==> src/sv/spm_pkg.sv <==
`default_nettype none
// ----------------------------------------------------------------------------
// spm_pkg: shared types and constants of the sample player mixer
// Sizes, opcodes, command codes and the word that goes from front to back.
// ----------------------------------------------------------------------------
package spm_pkg;

	localparam int SAMPLE_DEPTH     = 4096;
	localparam int VOICE_COUNT      = 3;
	localparam int REQUEST_INTERVAL = 500;
	localparam int LENGTH_REGS      = 3;
	localparam int QDEPTH           = 4;

	localparam int AW  = $clog2(SAMPLE_DEPTH);
	localparam int LW  = $clog2(SAMPLE_DEPTH + 1);
	localparam int VW  = (VOICE_COUNT > 1) ? $clog2(VOICE_COUNT) : 1;
	localparam int TW  = (REQUEST_INTERVAL > 1) ? $clog2(REQUEST_INTERVAL) : 1;
	localparam int CW  = 13;
	localparam int PAW = $clog2(4 * LENGTH_REGS);
	localparam int QPW = (QDEPTH > 1) ? $clog2(QDEPTH) : 1;
	localparam int QCW = $clog2(QDEPTH + 1);

	localparam logic [1:0] OP_TICK  = 2'd0;
	localparam logic [1:0] OP_CMD   = 2'd1;
	localparam logic [1:0] OP_VOL   = 2'd2;
	localparam logic [1:0] OP_WRITE = 2'd3;

	localparam logic [7:0] CMD_ONESHOT    = 8'h70;
	localparam logic [7:0] CMD_VOICE_BASE = 8'h31;

	localparam logic [11:0]   GAIN_RESET   = 12'd2048;
	localparam logic [CW-1:0] LENGTH_RESET = 13'd4096;

	typedef enum logic [2:0] {
		K_TICK,
		K_TOGGLE,
		K_ONESHOT,
		K_GAIN,
		K_WRITE
	} spm_kind_t;

	typedef struct packed {
		spm_kind_t      kind;
		logic [VW-1:0]  voice;
		logic [AW-1:0]  addr;
		logic [11:0]    data;
	} spm_op_t;

	typedef struct packed {
		logic    valid;
		spm_op_t op;
	} spm_q_t;

	// length register as played: zero acts as one, clamp to the store depth
	function automatic logic [LW-1:0] eff_len(input logic [CW-1:0] r);
		if (r == '0) begin
			eff_len = LW'(1);
		end else if (int'(r) > SAMPLE_DEPTH) begin
			eff_len = LW'(SAMPLE_DEPTH);
		end else begin
			eff_len = LW'(r);
		end
	endfunction

endpackage
`default_nettype wire

==> src/sv/spm_in_if.sv <==
`default_nettype none
// ----------------------------------------------------------------------------
// spm_in_if: input channel of the sample player mixer
// Valid/ready channel carrying one input word.
// ----------------------------------------------------------------------------
interface spm_in_if;
	logic        valid;
	logic        ready;
	logic [1:0]  opcode;
	logic [7:0]  command_byte;
	logic [11:0] volume_value;
	logic [1:0]  voice;
	logic [11:0] sample_address;
	logic [7:0]  sample_byte;

	modport source (
		output valid, opcode, command_byte, volume_value, voice, sample_address,
			sample_byte,
		input ready
	);
	modport sink (
		input valid, opcode, command_byte, volume_value, voice, sample_address,
			sample_byte,
		output ready
	);
endinterface
`default_nettype wire

==> src/sv/spm_front.sv <==
`default_nettype none
// ----------------------------------------------------------------------------
// spm_front: input decode
// Takes input words, decodes them into operations and drops the ones that
// have no effect, then hands them to the queue.
// ----------------------------------------------------------------------------
module spm_front import spm_pkg::*; (
	input  logic   clk,
	input  logic   arst_n,
	spm_in_if.sink item,
	input  logic   q_full,
	output spm_q_t push
);

	logic    vld_s1;
	spm_op_t op_s1;
	spm_op_t op_c;
	logic    keep_c;
	logic    acc;

	assign item.ready = !vld_s1 || !q_full;
	assign acc        = item.valid && item.ready;

	always_comb begin
		op_c   = '0;
		keep_c = 1'b0;
		unique case (item.opcode)
			OP_TICK: begin
				op_c.kind = K_TICK;
				keep_c    = 1'b1;
			end
			OP_CMD: begin
				if (item.command_byte == CMD_ONESHOT) begin
					op_c.kind = K_ONESHOT;
					keep_c    = 1'b1;
				end else if (item.command_byte >= CMD_VOICE_BASE &&
						int'(item.command_byte - CMD_VOICE_BASE) < VOICE_COUNT) begin
					op_c.kind  = K_TOGGLE;
					op_c.voice = VW'(item.command_byte - CMD_VOICE_BASE);
					keep_c     = 1'b1;
				end
			end
			OP_VOL: begin
				op_c.kind = K_GAIN;
				op_c.data = item.volume_value;
				keep_c    = 1'b1;
			end
			OP_WRITE: begin
				// out-of-range voice or address: dropped
				if (int'(item.voice) < VOICE_COUNT &&
						int'(item.sample_address) < SAMPLE_DEPTH) begin
					op_c.kind  = K_WRITE;
					op_c.voice = VW'(item.voice);
					op_c.addr  = AW'(item.sample_address);
					op_c.data  = {4'b0000, item.sample_byte};
					keep_c     = 1'b1;
				end
			end
			default: begin
				keep_c = 1'b0;
			end
		endcase
	end

	always_ff @(posedge clk or negedge arst_n) begin
		if (!arst_n) begin
			vld_s1 <= 1'b0;
		end else if (item.ready) begin
			vld_s1 <= acc && keep_c;
		end
	end

	always_ff @(posedge clk) begin
		if (acc) begin
			op_s1 <= op_c;
		end
	end

	assign push.valid = vld_s1 && !q_full;
	assign push.op    = op_s1;

endmodule
`default_nettype wire

==> src/flat_wrapper.sv <==
// flat-port wrapper written by rule: the top's interface ports become plain ports
module spm_front_flat import spm_pkg::*;
  (clk, arst_n, q_full, push, item_valid, item_opcode, item_command_byte, item_volume_value, item_voice, item_sample_address, item_sample_byte, item_ready);
  spm_in_if item_i ();
  input  logic clk;
  input  logic arst_n;
  input  logic q_full;
  output spm_q_t push;
  input wire logic [$bits(item_i.valid)-1:0] item_valid;
  input wire logic [$bits(item_i.opcode)-1:0] item_opcode;
  input wire logic [$bits(item_i.command_byte)-1:0] item_command_byte;
  input wire logic [$bits(item_i.volume_value)-1:0] item_volume_value;
  input wire logic [$bits(item_i.voice)-1:0] item_voice;
  input wire logic [$bits(item_i.sample_address)-1:0] item_sample_address;
  input wire logic [$bits(item_i.sample_byte)-1:0] item_sample_byte;
  output wire logic [$bits(item_i.ready)-1:0] item_ready;
  assign item_i.valid = item_valid;
  assign item_i.opcode = item_opcode;
  assign item_i.command_byte = item_command_byte;
  assign item_i.volume_value = item_volume_value;
  assign item_i.voice = item_voice;
  assign item_i.sample_address = item_sample_address;
  assign item_i.sample_byte = item_sample_byte;
  assign item_ready = item_i.ready;
  spm_front u_core (.clk(clk), .arst_n(arst_n), .item(item_i), .q_full(q_full), .push(push));
endmodule
==> config.mk <==
export PLATFORM = sky130hd
export DESIGN_NAME = spm_front_flat
export DESIGN_NICKNAME = d
export VERILOG_FILES = /design/src/sv/spm_pkg.sv /design/src/sv/spm_in_if.sv /design/src/sv/spm_front.sv /design/src/flat_wrapper.sv
export SDC_FILE = /design/constraint.sdc
export NUM_CORES = 1
export LEC_CHECK = 0
export BUFFER_PORTS_ARGS = -buffer_cell sky130_fd_sc_hd__buf_2
export CAP_MARGIN = 20
export CORE_ASPECT_RATIO = 1.5
export CORE_MARGIN = 2
export CORE_UTILIZATION = 38
export CTS_CLUSTER_DIAMETER = 150
export DETAILED_ROUTE_END_ITERATION = 10
export GPL_ROUTABILITY_DRIVEN = 0
export GPL_TIMING_DRIVEN = 1
export PLACE_DENSITY = 0.75
export REMOVE_ABC_BUFFERS = 1
export SLEW_MARGIN = 20
export SYNTH_ARGS = -nofsm -noshare
export SYNTH_HDL_FRONTEND = slang
export SYNTH_SLANG_ARGS = --single-unit
==> constraint.sdc <==
create_clock -name clk -period 1.6 [get_ports clk]
set_clock_uncertainty 0.2 [all_clocks]
set_input_delay 0.4 -clock clk [delete_from_list [all_inputs] [get_ports clk]]
set_output_delay 0.4 -clock clk [all_outputs]
set_load 0.02 [all_outputs]
Word level (Yosys, flattened, before mapping)
Index checks and enable logic that the tools add are counted.
{"block": "totals", "mem_count": 0, "out_inout_bits": 31, "latch_bits": 0, "mem_bits_ro": 0, "input_bits": 48, "reg_bits": 30, "ramBits": 0}
{"block": "classes", "shifts": 0, "div_mod_pow": 0, "n_reduce_logical": 10, "n_mux": 11, "n_mul": 0, "n_eq_ne": 4, "order_cmp": 3, "addsub": 2, "n_bitwise": 0}
{"op": "32-bit by 3-bit < comparator with 1-bit output (second input constant)", "n": 1}
{"op": "29-bit two-way mux", "n": 1}
{"op": "12-bit one-hot mux with 2 select lines", "n": 1}
{"op": "3-bit one-hot mux with 4 select lines", "n": 1}
{"op": "8-bit by 6-bit subtractor with 9-bit output (second input constant)", "n": 1}
{"op": "8-bit by 7-bit == test with 1-bit output (second input constant)", "n": 1}
{"op": "8-bit by 6-bit greater-or-equal comparator with 1-bit output (second input constant)", "n": 1}
{"op": "3-bit two-way mux", "n": 2}
{"op": "2-bit == test (second input constant)", "n": 2}
{"op": "1-bit logical AND", "n": 4}
{"op": "2-bit one-hot mux with 2 select lines", "n": 1}
{"op": "1-bit two-way mux", "n": 3}
{"op": "1-bit one-hot mux with 3 select lines", "n": 1}
{"op": "2-bit by 1-bit == test with 1-bit output (second input constant)", "n": 1}
{"op": "1-bit zero test", "n": 2}
{"op": "2-bit zero test", "n": 1}
{"op": "2-bit < comparator (second input constant)", "n": 1}
{"op": "2-bit two-way mux", "n": 1}
{"op": "2-bit AND reduction", "n": 1}
{"op": "2-bit OR reduction", "n": 1}
{"op": "2-bit by 1-bit subtractor with 2-bit output (second input constant)", "n": 1}
{"op": "1-bit logical OR", "n": 1}

Depth between registers and ports, before layout
{"block": "depth", "word_depth": 7, "ltp_mapped": 6, "mapped_depth_nobuf": 6}

Least setup slack after synthesis
No wires, ideal clock.
{"block": "synth_timing", "path_type": "input -> register", "start": "input q_full", "end": "register u_core.op_s1 (netlist bit u_core.push[0]), enable pin", "required_ns": 1.011, "setup_slack_ns": -0.363, "n_path_buf": 0, "t_arrival_ns": 1.375, "cell_stages": 2, "setup_ns": 0.389, "path_cell_list": "nand2_1 -> and2_1"}
{"block": "synth_between", "elab_chain_cells": 3}
{"element": "from (decl)", "line": "flat_wrapper.sv:7", "text": "input logic q_full;"}
{"element": "1-bit zero test", "line": "spm_front.sv:21", "text": "assign item.ready = !vld_s1 || !q_full;"}
{"element": "1-bit logical OR", "line": "spm_front.sv:21"}
{"element": "1-bit logical AND", "line": "spm_front.sv:22", "text": "assign acc = item.valid && item.ready;"}
{"element": "via u_core.acc", "line": "spm_front.sv:19", "text": "logic acc;"}
{"element": "to (signal assigned)", "line": "spm_front.sv:75", "text": "op_s1 <= op_c;"}
{"element": "to (decl)", "line": "spm_front.sv:16", "text": "spm_op_t op_s1;"}
The timed path passes the listed nets, and every way through them passes these cells.
A chain may end at the register's enable or synchronous reset.

==> impl_metrics.py <==
metrics = {
    "grt": {
        "grt_max_degree": 30,
        "antenna_found_initial": 0,
        "grt_pass1_wl_mm": 4.30,
        "grt_pass1_vias": 1020,
        "grt_overflow": 0,
        "track_usage": 0.156,
    },
    "critical_path": {
        "worstPathCellList": "buf_8 -> inv_6 -> ha_4 -> nor3_4 -> xor2_1 -> or4_4 -> o32ai_2",
        "crit_path_top_delay_cell": "or4_4",
        "cp.buffers_inverters": 2,
        "crit_path_end_kind": "flip-flop",
        "crit_cells": 7,
        "worstSetupPathType": "input port to flip-flop",
        "cp.required_ns": 1.50,
        "crit_fanout": 4,
        "cpLargestDelayFamily": "simple AND/OR/NAND/NOR gates",
        "critical_path.startpoint_type": "input port",
        "max_stage_delay_ns": 0.46,
        "r2r_cells": 3,
        "arrival_ns": 1.56,
    },
    "detailed_routing": {
        "postRouteWirelength_mm": 2.87,
        "routed_via_density": 4.76,
        "vias": 1062,
        "wl_per_cell_um": 12.8,
        "ant_nets": 0,
        "first_pass_iters": 4,
        "drc": 0,
        "drt_iter0_drc": 19,
    },
    "die": {
        "initial_core_util": 0.388,
        "die-height_um": 75.6,
        "placeableCoreArea_mm2": 0.00335,
        "die_area_mm2": 0.00391,
        "num_rows": 26,
        "die_w_um": 51.7,
        "ios": 79,
    },
    "clock_network": {
        "cts_tree": "built",
        "root_buffer": "clkbuf_8",
        "clock-sinks": 30,
        "cts_buffers": 5,
        "clkSlewWorstSetupHoldPaths_ns": 0.06,
        "clock_latency_ns": 0.27,
        "cts_buffer_depth": 2,
        "ctsHtreeMaxLevel": 2,
    },
    "logic_synthesis": {
        "yosys_warnings": 0,
        "synth_edf_count": 29,
        "synth.top_cell.area_share": 0.671,
        "synth.area.top_cells": "edfxtp_1 67%, and2_1 8.2%, a22o_1 5.4%, ha_1 2.9%, dfrtp_1 1.9%",
        "yosysSeqAreaShare": 0.690,
        "synth_seq_cells": 30,
        "async_flop_share": 0.0333,
        "syn-instance-count": 89,
        "synth.largest_area_cell": "edfxtp_1",
        "synth_cell_types": 23,
        "synth_area_mm2": 0.00130,
        "synth_commonest_cells": "29 x edfxtp_1, 17 x and2_1, 8 x a22o_1, 4 x nand2_1, 4 x nand2b_1",
        "synth_ff_type": "edfxtp_1",
        "synthMostInstantiatedCell": "edfxtp_1",
        "synth.avg_cell_area_um2": 14.6,
    },
    "pwr": {
        "total_power_mw": 1.80,
        "ir_drop_mv": 0.586,
        "combPwrFrac": 0.177,
        "power_switching_share": 0.244,
        "share_clk_of_total_power": 0.306,
        "p_seq_frac": 0.517,
        "switchingPower_mw": 0.441,
        "power.density_mw_per_mm2": 895,
        "p_int_mw": 1.36,
        "p_leak_nw": 0.890,
    },
    "sta": {
        "hold_ws_ns": 0.200,
        "finalCriticalPeriod_ns": 1.66,
        "drv_slew": 0,
        "tightestPinTransition_ns": 0.837,
        "fmax_ghz": 0.602,
        "setup_viol": 2,
        "fin_ws_ns": -0.0622,
        "post-route-period-util": 1.04,
        "hold_viol": 0,
        "rsz0062_at_grt": "yes",
        "maxSlewHeadroom": 0.441,
    },
    "finish": {
        "final-instance-count-excl-fill": 223,
        "final_util": 0.602,
        "fin_area_mm2": 0.00202,
        "num_antenna_cells": 0,
        "fin_nets": 231,
        "synthToLayoutAreaGrowth_pct": 55.2,
        "layout-drive-gt1-share": 0.575,
    },
    "worst_hold_path": {
        "hold_depth": 2,
        "hold_class": "input port to flip-flop",
    },
    "flow_run": {
        "maxCapViolCount": 0,
    },
    "run_status": {
        "violations": "setup timing",
        "run_status": "finished, violations left",
    },
    "placement": {
        "place_inst": 214,
        "portBuffers": 78,
        "place_area_mm2": 0.00182,
    },
}
-- power groups by stage --
stage	logic (mW)	registers (mW)	clock network (mW)
floorplan	0.0758	1.02	0
CTS	0.322	0.933	0.577
detailed placement	0.294	0.950	0
global placement	0.287	0.949	0
finish	0.320	0.933	0.553
global route	0.346	0.936	0.612
-- repair_timing --
action	4_1_cts	5_1_grt
pin swaps	4	1
hold buffers	1	0
setup endpoints to repair	4	4
buffers inserted	1	0
resized for setup	24	1
endpoints found under the hold margin	1	0
cloned	0	0
-- path summary, 6_finish.rpt --
kind                                         from         endpoint  slack [ns]
hold reg to reg                     u_core.vld_s1    u_core.vld_s1        0.45
min in group asynchronous                  arst_n    u_core.vld_s1        0.23
max in group asynchronous                  arst_n    u_core.vld_s1        0.89
hold / removal             item_sample_address[7]  u_core.push[19]        0.20
setup / recovery             item_command_byte[1]  u_core.push[25]       -0.06
setup reg to reg                    u_core.vld_s1  u_core.push[18]        0.22
-- sequential cells by signal (all words and copies together), names as in the netlist --
signal,cells
u_core.push,29
u_core.vld_s1,1
-- final cells by class --
cell class	instances	area, um^2
clock buffers	6	72.6
clock inverters	2	8.76
fillers	276	1340
inverters	2	15.0
multi-input cells	54	462
flip-flops and latches	30	896
well taps	42	52.6
repair buffers	87	509
-- layout by cell type, fill, tap and decap left out, drive strengths merged --
master       netlist  final
or4                2      2
o32ai              2      2
edfxtp            29     29
dlygate4sd3        0      1
inv                2      2
clkbuf             3      6
and2              17     17
nand2b             4      4
buf                0     86
ha                 3      3
nand4bb            1      1
a41oi              1      1
nor3               1      1
a21boi             1      1
a22o               8      8
clkinv             0      2
nor2               1      1
nand4              1      1
or3                1      1
a21oi              1      1
dfrtp              1      1
xor2               1      1
nor2b              3      3
nand2              4      4
o21ai              2      2
-- worst register-to-register path: stages, from the launching register on --
cell	delay (ns)
dfrtp_1	0.37
nand2_1	0.12
and2_1	0.19
buf_12	0.20
-- per-layer routing --
layer | GRT usage | part of all wire | vias up
met4 | 0.0965 | 0.012 | 0
met2 | 0.298 | 0.54 | 66
met5 | 0 | 0 | -
met3 | 0.0490 | 0.10 | 5
met1 | 0.138 | 0.34 | 475
li1 | - | - | 516
-- kinds of logic after synthesis --
group / after synthesis / share of synthesized area
buf+inv: 5 / 0.0145
flops: 30 / 0.690
fa+ha+maj: 3 / 0.0289
simple gates: 35 / 0.169
compound gates: 15 / 0.0915
xor+xnor: 1 / 0.00674
-- per-stage QoR --
step / setup slack (ns) / TNS, ns
final: -0.0622 / -0.104
after floorplan: -0.363 / -12.86
after global placement: -0.431 / -3.57
after CTS: -0.0729 / -0.0939
after detailed placement: -0.540 / -4.48
after global routing: -0.0937 / -0.241
Note: power is estimated with default switching activity, not from simulation.
