$ cat config.mk
export PLATFORM = sky130hd
export DESIGN_NAME = spm_fifo
export DESIGN_NICKNAME = d
export VERILOG_FILES = /design/src/sv/spm_pkg.sv /design/src/sv/spm_fifo.sv
export SDC_FILE = /design/constraint.sdc
export NUM_CORES = 1
export LEC_CHECK = 0
export ABC_AREA = 1
export BUFFER_PORTS_ARGS = -buffer_cell sky130_fd_sc_hd__buf_4
export CAP_MARGIN = 20
export CORE_UTILIZATION = 30
export DETAILED_ROUTE_END_ITERATION = 10
export RECOVER_POWER = 100
export SYNTH_ARGS = -nofsm -noshare
export SYNTH_HDL_FRONTEND = slang
export SYNTH_SLANG_ARGS = --single-unit
$ cat constraint.sdc
create_clock -name clk -period 2.72 [get_ports clk]
set_input_delay 0 -clock clk [delete_from_list [all_inputs] [get_ports clk]]
set_output_delay 0 -clock clk [all_outputs]
set_load 0.01 [all_outputs]
$ cat src/sv/spm_pkg.sv
`default_nettype none
// ----------------------------------------------------------------------------
// spm_pkg: shared types and constants of the sample player mixer
// Sizes, opcodes, command codes and the word that goes from front to back.
// ----------------------------------------------------------------------------
package spm_pkg;

	localparam int SAMPLE_DEPTH     = 4096;
	localparam int VOICE_COUNT      = 3;
	localparam int REQUEST_INTERVAL = 500;
	localparam int LENGTH_REGS      = 3;
	localparam int QDEPTH           = 4;

	localparam int AW  = $clog2(SAMPLE_DEPTH);
	localparam int LW  = $clog2(SAMPLE_DEPTH + 1);
	localparam int VW  = (VOICE_COUNT > 1) ? $clog2(VOICE_COUNT) : 1;
	localparam int TW  = (REQUEST_INTERVAL > 1) ? $clog2(REQUEST_INTERVAL) : 1;
	localparam int CW  = 13;
	localparam int PAW = $clog2(4 * LENGTH_REGS);
	localparam int QPW = (QDEPTH > 1) ? $clog2(QDEPTH) : 1;
	localparam int QCW = $clog2(QDEPTH + 1);

	localparam logic [1:0] OP_TICK  = 2'd0;
	localparam logic [1:0] OP_CMD   = 2'd1;
	localparam logic [1:0] OP_VOL   = 2'd2;
	localparam logic [1:0] OP_WRITE = 2'd3;

	localparam logic [7:0] CMD_ONESHOT    = 8'h70;
	localparam logic [7:0] CMD_VOICE_BASE = 8'h31;

	localparam logic [11:0]   GAIN_RESET   = 12'd2048;
	localparam logic [CW-1:0] LENGTH_RESET = 13'd4096;

	typedef enum logic [2:0] {
		K_TICK,
		K_TOGGLE,
		K_ONESHOT,
		K_GAIN,
		K_WRITE
	} spm_kind_t;

	typedef struct packed {
		spm_kind_t      kind;
		logic [VW-1:0]  voice;
		logic [AW-1:0]  addr;
		logic [11:0]    data;
	} spm_op_t;

	typedef struct packed {
		logic    valid;
		spm_op_t op;
	} spm_q_t;

	// length register as played: zero acts as one, clamp to the store depth
	function automatic logic [LW-1:0] eff_len(input logic [CW-1:0] r);
		if (r == '0) begin
			eff_len = LW'(1);
		end else if (int'(r) > SAMPLE_DEPTH) begin
			eff_len = LW'(SAMPLE_DEPTH);
		end else begin
			eff_len = LW'(r);
		end
	endfunction

endpackage
`default_nettype wire

$ cat src/sv/spm_fifo.sv
`default_nettype none
// ----------------------------------------------------------------------------
// spm_fifo: operation queue
// Short register queue between decode and playback.
// ----------------------------------------------------------------------------
module spm_fifo import spm_pkg::*; (
	input  logic   clk,
	input  logic   arst_n,
	input  spm_q_t push,
	output logic   full,
	input  logic   pop,
	output spm_q_t head
);

	spm_op_t        mem_q [QDEPTH];
	logic [QPW-1:0] wr_q;
	logic [QPW-1:0] rd_q;
	logic [QCW-1:0] cnt_q;
	logic           do_push;
	logic           do_pop;

	assign full       = cnt_q == QCW'(QDEPTH);
	assign head.valid = cnt_q != '0;
	assign head.op    = mem_q[rd_q];
	assign do_push    = push.valid && !full;
	assign do_pop     = pop && head.valid;

	always_ff @(posedge clk or negedge arst_n) begin
		if (!arst_n) begin
			wr_q  <= '0;
			rd_q  <= '0;
			cnt_q <= '0;
		end else begin
			if (do_push) begin
				wr_q <= (wr_q == QPW'(QDEPTH - 1)) ? '0 : wr_q + QPW'(1);
			end
			if (do_pop) begin
				rd_q <= (rd_q == QPW'(QDEPTH - 1)) ? '0 : rd_q + QPW'(1);
			end
			if (do_push && !do_pop) begin
				cnt_q <= cnt_q + QCW'(1);
			end else if (do_pop && !do_push) begin
				cnt_q <= cnt_q - QCW'(1);
			end
		end
	end

	always_ff @(posedge clk) begin
		if (do_push) begin
			mem_q[wr_q] <= push.op;
		end
	end

endmodule
`default_nettype wire

* Yosys cells after proc, flatten, opt, wreduce, memory -nomap -nowiden *
Memory sizes are Yosys's and may differ from the RTL's.
Cells that the tools add are included.
Widths: inputs -> output; s select.

word-level totals
  register bits after elaboration = 7
  bits in writable memories = 116
  bits of input ports = 33
  output and inout port bits = 31
  word-level logic and storage cells = 26
  memories kept = 1

memories
  memory  depth  width  rd ports  clocked after Yosys merged registers in  wr ports  line            text
  mem_q   4      29     1         0                                        1         spm_fifo.sv:15  spm_op_t mem_q [QDEPTH];

cells by class
  add/subtract/negate cells = 4
  equality and inequality tests = 3
  multiplexer cells = 6
  reductions and logical operators = 9

operators by type and width
  operator             count
  $mux 3               2
  $add 2x1->2 const B  2
  $eq 2x2->1 const B   2
  $logic_and 1x1->1    4
  $mux 2               2
  $add 3x1->3 const B  1
  $eq 3x3->1 const B   1
  $logic_not 1->1      3
  $reduce_bool 3->1    1
  $sub 3x1->3 const B  1
  $mux 1               2
  $reduce_bool 2->1    1

* Longest topological paths before layout *
Gate-level depths: netlist of the first run.

  depth in word-level cells = 7
  gate-level depth with buffers = 12
  depth with buffers taken out = 12

* Worst setup path before layout of the first run *
Ideal clock, no wire load.

  path type = register to register
  start point = register cnt_q[0]
  end point = memory mem_q[0][0] (netlist name) (enable)
  library setup time = 415 ps
  arrival = 1957 ps
  data required time = 2305 ps
  path slack = 348 ps
  stages on the path, launching flop included = 5
  path buffers = 0
  period minus slack after synthesis = 2372 ps
  path through = dfrtp_1 -> inv_1 -> nand3_1 -> nand2_1 -> nor2_1

on the way
  longest elaborated chain between the ends = 5

ends and longest elaborated chain
  item                          line            text
  start: declaration            spm_fifo.sv:18  logic [QCW-1:0] cnt_q;
  start signal: assignment      spm_fifo.sv:41  cnt_q <= cnt_q + QCW'(1);
  start signal: assignment      spm_fifo.sv:43  cnt_q <= cnt_q - QCW'(1);
  $eq 3x3->1                    spm_fifo.sv:22  assign full = cnt_q == QCW'(QDEPTH);
  $logic_not 1->1               spm_fifo.sv:25  assign do_push = push.valid && !full;
  $logic_and 1x1->1             spm_fifo.sv:25
  $mux 1                        spm_fifo.sv:49  if (do_push) begin
  $mux 1 (implied by the code)  spm_fifo.sv:50  mem_q[wr_q] <= push.op;
  end: declaration              spm_fifo.sv:15

No other way between the ends.

* Final worst setup path of the first run *
  start point = register cnt_q[0]
  end point = memory mem_q[2][6] (netlist name) (enable)

The elaborated chain is that of the path after synthesis.

==> summary.md, run 1 <==
| Metric | Value |
|---|---|
| Met1 GRT Util | 15.3% |
| GRT overflow | 0 |
| Tcrit/Tclk final | 83.7% |
| RSZ-0062 raised after global routing | no |
| Max-cap violations | 0 |
| Status | finished clean |
| Crit start category | register |
| Multi-input gate area | 1080 um^2 |
| Mapped Cells | 398 |
| N_diodes | 0 |
| Final instance area | 6510 um^2 |
| Residual DRC | 0 |
| Most common cell after layout, fill and taps aside | edfxtp_1 |
| Die area | 17700 um^2 |
| LEAKAGE | 0.00253 uW |
| Post-Route WL | 10000 um |
| Final Slew Violations | 0 |
| Syn Area/Cell | 12.9 um^2 |
| Unique masters post-synth | 18 |
| Worst endpoint required time | 2.83 ns |
| Initial Utilization | 30.9% |
| Met3 GRT Util | 3.98% |
| Setup clock skew after layout | 0.00537 ns |
| H-tree levels | 4 |
| Setup crit end kind | register |
| Core Rows | 47 |
| Placer congestion estimate | 0.718 |
| Peak supply drop | 0.435 mV |
| DRT iter0 DRCs | 199 |
| Root Driver | clkbuf_16 |
| Final hold vios | 0 |
| Area after DPL | 5890 um^2 |
| First-pass GRT wire length | 16700 um |
| DR pass1 iterations | 4 |
| Overall die height | 133 um |
| WP data arrival | 2.39 ns |
| Vias after detailed routing | 3160 |
| Largest net degree at the start of global routing | 49 |
| Post-layout instance count excluding filler cells | 734 |
| Core ar. | 16600 um^2 |
| Met2 usage | 20.6% |
| Post-synthesis sequential area ratio | 71.2% |
| CP max FO | 16 |
| Hold Crit Class | in -> reg |
| Vias in the first global route | 3286 |
| Clock transition at the registers of the reported paths | 0.05 ns |
| Area Overhead vs Synth | 26.6% |
| Cts bufs inserted | 17 |
| Placed cell count | 669 |
| Ports | 64 |
| Worst Path Class, Setup | reg -> reg |
| Share of post-route cells with drive strength above 1 | 12.3% |
| FMAX | 439 MHz |
| Rel. slew slack | 37.6% |
| CTS sink cnt | 123 |
| Die W | 133 um |
| Routed len/inst | 13.6 um |
| TNS Setup | 0 ns |
| Fin crit period | 2.28 ns |
| FF-to-FF setup slack | 0.44 ns |
| Antenna Violating Nets Remaining | 0 |
| CTS max path bufs | 2 |
| Gr busiest metal | met2 |
| Syn Nets | 438 |
| FF+latch area | 3660 um^2 |
| Port bufs | 63 |
| Tot Pwr | 6920 uW |
| Dpl hpwl | 6360 um |
| Avg Vias per Cell | 4.31 |
| Initial antenna violation count | 0 |
| CTS tree | yes |
| Number of fill cells | 1616 |
| CTS resizes | 0 |
| Most frequent cells in the layout | edfxtp_1 (116), nand2_1 (102), inv_1 (72) |
| Yosys reg bits | 123 |
| Final nets | 541 |
| Pwr Density | 1060 nW/um^2 |
| Warning count from the yosys run | 0 |
| Clock Latency Late Sink | 0.40 ns |
| Synthesized area | 5140 um^2 |
| All-Layer GR Usage | 12.5% |
| Final setup viols | 0 |
| Worst-margin pin slew | 0.935 ns |
==> worst max-delay path, stage by stage, from the launching register on <==
cell	delay [ns]
dfrtp_1	0.42
inv_1	0.09
nand3_1	0.16
nand2_1	0.27
nor2_2	0.80
buf_12	0.24
==> state kept, by name, indices dropped and copies added (netlist names) <==
register  count
mem_q       116
wr_q          2
cnt_q         3
rd_q          2
==> layout make-up <==
cell class	count	share of cell area (%)
sequential	123	56.2
multi-input combinational	183	16.5
timing repair buffer	103	10.5
clock buffer	20	6.71
tap	220	4.23
inverter	73	4.21
clock inverter	12	1.61
==> power by group <==
group	switching, uW	internal (uW)	total (uW)
clock	724	1320	2040
sequential	216	2510	2730
combinational	1390	766	2150
total	2330	4600	6920
==> synthesized netlist by cell type, drive strengths merged <==
cell type,number,area (um^2)
nand2,102,383
ha,6,75.1
nand3,7,35.0
inv,73,274
o211ai,58,531
edfxtp,116,3480
dfrtp,7,175
xnor2,1,8.76
nand4,1,6.26
o21ai,1,5.00
buf,17,115
clkbuf,2,7.51
nor2,6,22.5
fa,1,20.0
==> through the flow <==
| step | hold WS (ns) | worst slack (ns) | util [%] |
|---|---|---|---|
| global route | 0.429 | 0.260 | 39.1 |
| detailed placement | -0.176 | 0.511 | 35.4 |
| CTS | 0.326 | 0.483 | 40.6 |
| finish | 0.393 | 0.442 | 39.1 |
| floorplan | -0.296 | 0.348 | - |
| global placement | -0.183 | 0.677 | 35.4 |
==> what timing repair did <==
item                                   4_1_cts  5_1_grt
endpoints found under the hold margin      127        0
buffers inserted                             0        0
hold buffers                                33        0
==> cells by family (layout without fill, tap and decap cells) <==
group	after synthesis	count (layout)	synth area share [%]
adders and majority gates	7	7	1.85
and+or+nand+nor	116	116	8.69
xor gates and xnor gates	1	1	0.170
DFF	123	123	71.2
AOI/OAI and AO/OA	59	59	10.4
buffers and inverters	92	208	7.71
==> routing by layer <==
metal  up-vias  part of all wire (%)
met3         6                   4.4
li1       1574                     -
met4         0                  0.77
met1      1526                    45
met2        54                    50
met5         -                     0
==> final timing paths <==
| check | from | end | cells past startpoint |
|---|---|---|---|
| min reg2reg | wr_q[1] | wr_q[1] | 2 |
| max reg2reg | cnt_q[0] | mem_q[2][6] | 5 |
| max | cnt_q[0] | mem_q[2][6] | 5 |
| min | push[29] | wr_q[0] | 4 |
| max in group asynchronous | arst_n | rd_q[0] | 3 |
| min in group asynchronous | arst_n | wr_q[0] | 3 |
No activity file was read; power rests on OpenSTA's default activity.
==> run 2, diff against run 1 <==
- clock period: 2.72 -> 2.15 ns (I/O delays scaled with it)
==> run 2 against run 1 <==
Effect of this change:
- wire length is 6.6% higher
- largest power group unchanged
- via count is 1.3% higher
- combinational power is 36% higher
- register-to-register slack worse by 0.21 ns
- largest cell class unchanged
- critical path type unchanged
- clock power is 48% higher
- utilization is 0.95 points higher
==> summary.md, run 2 (synthesis results as in run 1) <==
| Metric | Value |
|---|---|
| Final setup viols | 0 |
| Antenna Violating Nets Remaining | 0 |
| Worst endpoint required time | 2.25 ns |
| Die W | 133 um |
| CTS max path bufs | 2 |
| Placed cell count | 675 |
| RSZ-0062 raised after global routing | no |
| Regs by FF count | mem_q x116, cnt_q x3 |
| Hold Crit Class | in -> reg |
| Hold depth | 2 |
| Setup clock skew after layout | 0.00741 ns |
| Vias in the first global route | 3319 |
| Final nets | 548 |
| Final core utilization | 40.1% |
| Placer congestion estimate | 0.680 |
| Slowest stage cell, crit path | clkbuf_1 |
| GRT overflow | 0 |
| Residual DRC | 0 |
| Top reg by flops | mem_q |
| Pwr Density | 1400 nW/um^2 |
| Clock Latency Late Sink | 0.42 ns |
| All-Layer GR Usage | 13.1% |
| Fin crit period | 1.92 ns |
| Final Slew Violations | 0 |
| Post-layout instance count excluding filler cells | 741 |
| RR Endpoint | mem_q[3][5] |
| N_diodes | 0 |
| Crit start category | register |
| Port bufs | 63 |
| Area Overhead vs Synth | 29.7% |
| Rel. slew slack | 61.9% |
| Tot Pwr | 9340 uW |
| Post-Route WL | 10700 um |
| Dpl hpwl | 6280 um |
| Cts bufs inserted | 17 |
| Avg Vias per Cell | 4.32 |
| Status | finished clean |
| Root Driver | clkbuf_16 |
| H-tree levels | 4 |
| Critical-path cell list | inv_1 -> nand3_1 -> nand2_1 -> clkbuf_1 -> nor2_4 -> clkbuf_2 |
| CTS resizes | 0 |
| Worst-margin pin slew | 0.572 ns |
| Final hold vios | 0 |
| CTS tree | yes |
| Max-cap violations | 0 |
| TNS Setup | 0 ns |
| Die area | 17700 um^2 |
| Initial Utilization | 30.9% |
| Largest net degree at the start of global routing | 54 |
| LEAKAGE | 0.00260 uW |
| Most common cell after layout, fill and taps aside | edfxtp_1 |
| Vias after detailed routing | 3202 |
| Final WS setup | 0.234 ns |
| Core Rows | 47 |
| First-pass GRT wire length | 16900 um |
| Worst R2R Start | cnt_q[1] |
| DR pass1 iterations | 4 |
| Core ar. | 16600 um^2 |
| Most frequent cells in the layout | edfxtp_1 (116), nand2_1 (102), inv_1 (72) |
| Initial antenna violation count | 0 |
| Setup crit end kind | register |
| Share of post-route cells with drive strength above 1 | 13.8% |
| Peak supply drop | 0.630 mV |
| WP data arrival | 2.02 ns |
| Hold EP | mem_q[1][13] |
| FMAX | 522 MHz |
| Clock transition at the registers of the reported paths | 0.05 ns |
| Overall die height | 133 um |
| Tcrit/Tclk final | 89.1% |
| Routed len/inst | 14.4 um |
| CP max FO | 12 |
| Max FFs per register | 116 |
| R2R cell count | 6 |
| DRT iter0 DRCs | 167 |
| Slowest Stage Delay on Critical Path | 0.46 ns |
| Worst Path Class, Setup | reg -> reg |
| Place WS | 0.306 ns |
| Ports | 64 |
| CTS sink cnt | 123 |
| FF-to-FF setup slack | 0.23 ns |
| HP Start | push[13] |
==> run 2: cell types whose count changed in the layout (fill, tap and decap cells not counted), moves of 2 or more <==
| cell | change |
|---|---|
| clkinv_2 | -3 |
| o211ai_1 | -3 |
| clkbuf_1 | +2 |
| o211ai_2 | +3 |
| bufinv_16 | +3 |
| clkinv_4 | +2 |
| nor2_2 | -2 |
| nor2_4 | +2 |
| clkbuf_4 | +4 |
==> run 2: stage by stage <==
| stage | hold WS [ns] | cell area [um^2] |
|---|---|---|
| after global placement | -0.183 | 5920 |
| after floorplan | -0.296 | 5140 |
| after CTS | 0.299 | 6880 |
| after detailed placement | -0.180 | 5920 |
| final | 0.384 | 6670 |
| after global routing | 0.402 | 6670 |
==> run 2: critical path, delay by kind of cell, from the launching register on <==
kind	cells	cell delay (ns)
buffers and inverters	3	0.87
AND/OR/NAND/NOR	3	0.33
flip-flops	1	0.40
==> run 2: final cells by class <==
type / instances / area, um^2
timing repair buffer: 110 / 726
inverter: 73 / 274
clock buffer: 18 / 429
multi-input combinational: 183 / 1100
tap: 220 / 275
sequential: 123 / 3660
clock inverter: 14 / 201
fill: 1568 / 9970
==> run 2: report_power, final <==
part	internal (uW)	switching [uW]	leakage (uW)
clock network	2040	978	0.000306
logic	1040	1880	0.00115
registers	3170	241	0.00115
total	6240	3100	0.00260
==> run 2: what timing repair did <==
item                                    CTS  global route
endpoints found under the setup margin    0             6
hold buffers                             33             0
hold endpoints to repair                127             0
setup buffers                             0             1
==> run 2: how the worst max path moves through the flow <==
stage / from / endpoint
after floorplan: cnt_q[0] / mem_q[0][0]
after global placement: cnt_q[0] / cnt_q[2]
after detailed placement: cnt_q[0] / cnt_q[1]
after CTS: rd_q[0] / head[1]
after global routing: rd_q[0] / head[1]
final: cnt_q[1] / mem_q[3][5]
==> run 2: per-layer routing <==
| layer | vias up | track usage (%) | routed length [um] |
|---|---|---|---|
| li1 | 1590 | - | - |
| met1 | 1529 | 14.6 | 4620 |
| met2 | 62 | 21.8 | 5340 |
| met3 | 21 | 4.29 | 452 |
| met4 | 0 | 7.34 | 259 |
| met5 | - | 0 | 0 |
==> run 3, diff against run 2 <==
==> constraint.sdc (replaced) <==
create_clock -name clk -period 2.15 [get_ports clk]
set_input_delay 0.1075 -clock clk [delete_from_list [all_inputs] [get_ports clk]]
set_output_delay 0.1075 -clock clk [all_outputs]
set_load 0.01 [all_outputs]
==> run 3 against run 2 <==
Effect of this change:
- sequential power barely moved
- combinational power down 3%
- clock power shrank 8.0%
- sequential share of layout area up 0.66 points
- worst setup slack got worse by 0.045 ns
- critical path type unchanged
==> summary.md, run 3 (synthesis results as in run 1) <==
| Metric | Value |
|---|---|
| Worst Path Class, Setup | reg -> reg |
| LEAKAGE | 0.00257 uW |
| Slowest stage cell, crit path | clkbuf_1 |
| CTS sink cnt | 123 |
| CTS tree | yes |
| Critical-path cell list | inv_1 -> nand3_1 -> nand2_1 -> clkbuf_1 -> nor2_4 -> clkbuf_2 |
| Regs by FF count | mem_q x116, cnt_q x3 |
| Worst-margin pin slew | 0.563 ns |
| N_diodes | 0 |
| GRT overflow | 0 |
| Tcrit/Tclk final | 91.2% |
| Setup Fix Bufs, Post-CTS | 0 |
| Worst R2R Start | cnt_q[0] |
| Multi-input gate area | 1090 um^2 |
| Area Overhead vs Synth | 28.2% |
| Most common cell after layout, fill and taps aside | edfxtp_1 |
| Top delay family on crit path | buffers and inverters |
| CTS max path bufs | 2 |
| Met1 GRT Util | 14.3% |
| Hold Crit Class | in -> async |
| First-pass GRT wire length | 16000 um |
| Cts bufs inserted | 17 |
| Clock transition at the registers of the reported paths | 0.06 ns |
| Max FFs per register | 116 |
| Setup crit end kind | register |
| Final instance area | 6590 um^2 |
| Die area | 17700 um^2 |
| DR pass1 iterations | 4 |
| Avg Vias per Cell | 4.30 |
| Max-cap violations | 0 |
| Post-layout instance count excluding filler cells | 739 |
| Root Driver | clkbuf_16 |
| Final nets | 547 |
| Area after DPL | 5940 um^2 |
| Routed len/inst | 13.6 um |
| Die W | 133 um |
| Pwr Density | 1370 nW/um^2 |
| Final Slew Violations | 0 |
| Final core utilization | 39.6% |
| Largest net degree at the start of global routing | 50 |
| Core ar. | 16600 um^2 |
| Vias in the first global route | 3100 |
| Placed cell count | 676 |
| Number of fill cells | 1575 |
| Initial antenna violation count | 0 |
| CP max FO | 15 |
| Met2 usage | 20.5% |
| Setup clock skew after layout | 0.0115 ns |
| Post-Route WL | 10100 um |
| Rel. slew slack | 62.5% |
| RSZ-0062 raised after global routing | no |
| Fin crit period | 1.96 ns |
| All-Layer GR Usage | 12.3% |
| Top reg by flops | mem_q |
| Port bufs | 63 |
| Met3 GRT Util | 4.29% |
| Dpl hpwl | 6330 um |
| WP data arrival | 2.02 ns |
| Final setup viols | 0 |
| Hold slack | 0.154 ns |
| Worst Setup SP | cnt_q[0] |
| Overall die height | 133 um |
| Residual DRC | 0 |
| Slowest Stage Delay on Critical Path | 0.45 ns |
| Gr busiest metal | met2 |
| Placer congestion estimate | 0.730 |
| Clock Latency Late Sink | 0.41 ns |
| Vias after detailed routing | 3177 |
| FMAX | 510 MHz |
| Core Rows | 47 |
| Worst path bufs/invs | 3 |
| H-tree levels | 4 |
| FF+latch area | 3660 um^2 |
| DRT iter0 DRCs | 132 |
| Initial Utilization | 30.9% |
| Peak supply drop | 0.595 mV |
| Final hold vios | 0 |
| Ports | 64 |
| Share of post-route cells with drive strength above 1 | 13.9% |
| Most frequent cells in the layout | edfxtp_1 (116), nand2_1 (102), inv_1 (72) |
| Status | finished clean |
| Crit start category | register |
| TNS Setup | 0 ns |
| Worst endpoint required time | 2.21 ns |
| Antenna Violating Nets Remaining | 0 |
[run 3: what timing repair did]
item | 4_1_cts | 5_1_grt
setup endpoints to repair | 0 | 0
gates resized for setup | 0 | 0
hold buffers | 32 | 0
hold endpoints to repair | 127 | 0
[run 3: final timing paths]
path,depth (start not counted),slack (ns),to
worst max register to register,6,0.19,mem_q[1][20]
worst min register to register,2,0.51,cnt_q[2]
min in group clk,4,0.49,wr_q[0]
max in group asynchronous,2,1.64,rd_q[0]
worst min-delay path,2,0.15,wr_q[1]
worst max-delay path,6,0.19,mem_q[1][20]
[run 3: area by class of cell]
type	instances	area share [%]
timing repair buffer	109	10.7
clock buffer	18	6.51
tap	220	4.18
clock inverter	13	2.32
inverter	73	4.16
sequential	123	55.6
multi-input combinational	183	16.6
[run 3: where the power goes]
part	internal (uW)	switching, uW
registers	3170	264
logic	1040	1790
clock network	1800	964
[run 3: routing by layer]
layer  up-vias  wire [um]
met3        11        429
met4         0        124
met2        69       5040
met5         -          0
li1       1587          -
met1      1510       4470
[run 3: through the flow]
step	total power, uW	setup slack (ns)
2_1_floorplan	5330	-0.222
3_3_place_gp	6590	0.444
3_5_place_dp	6690	0.319
4_1_cts	9540	0.140
5_1_grt	9590	0.0215
6_report	9020	0.189
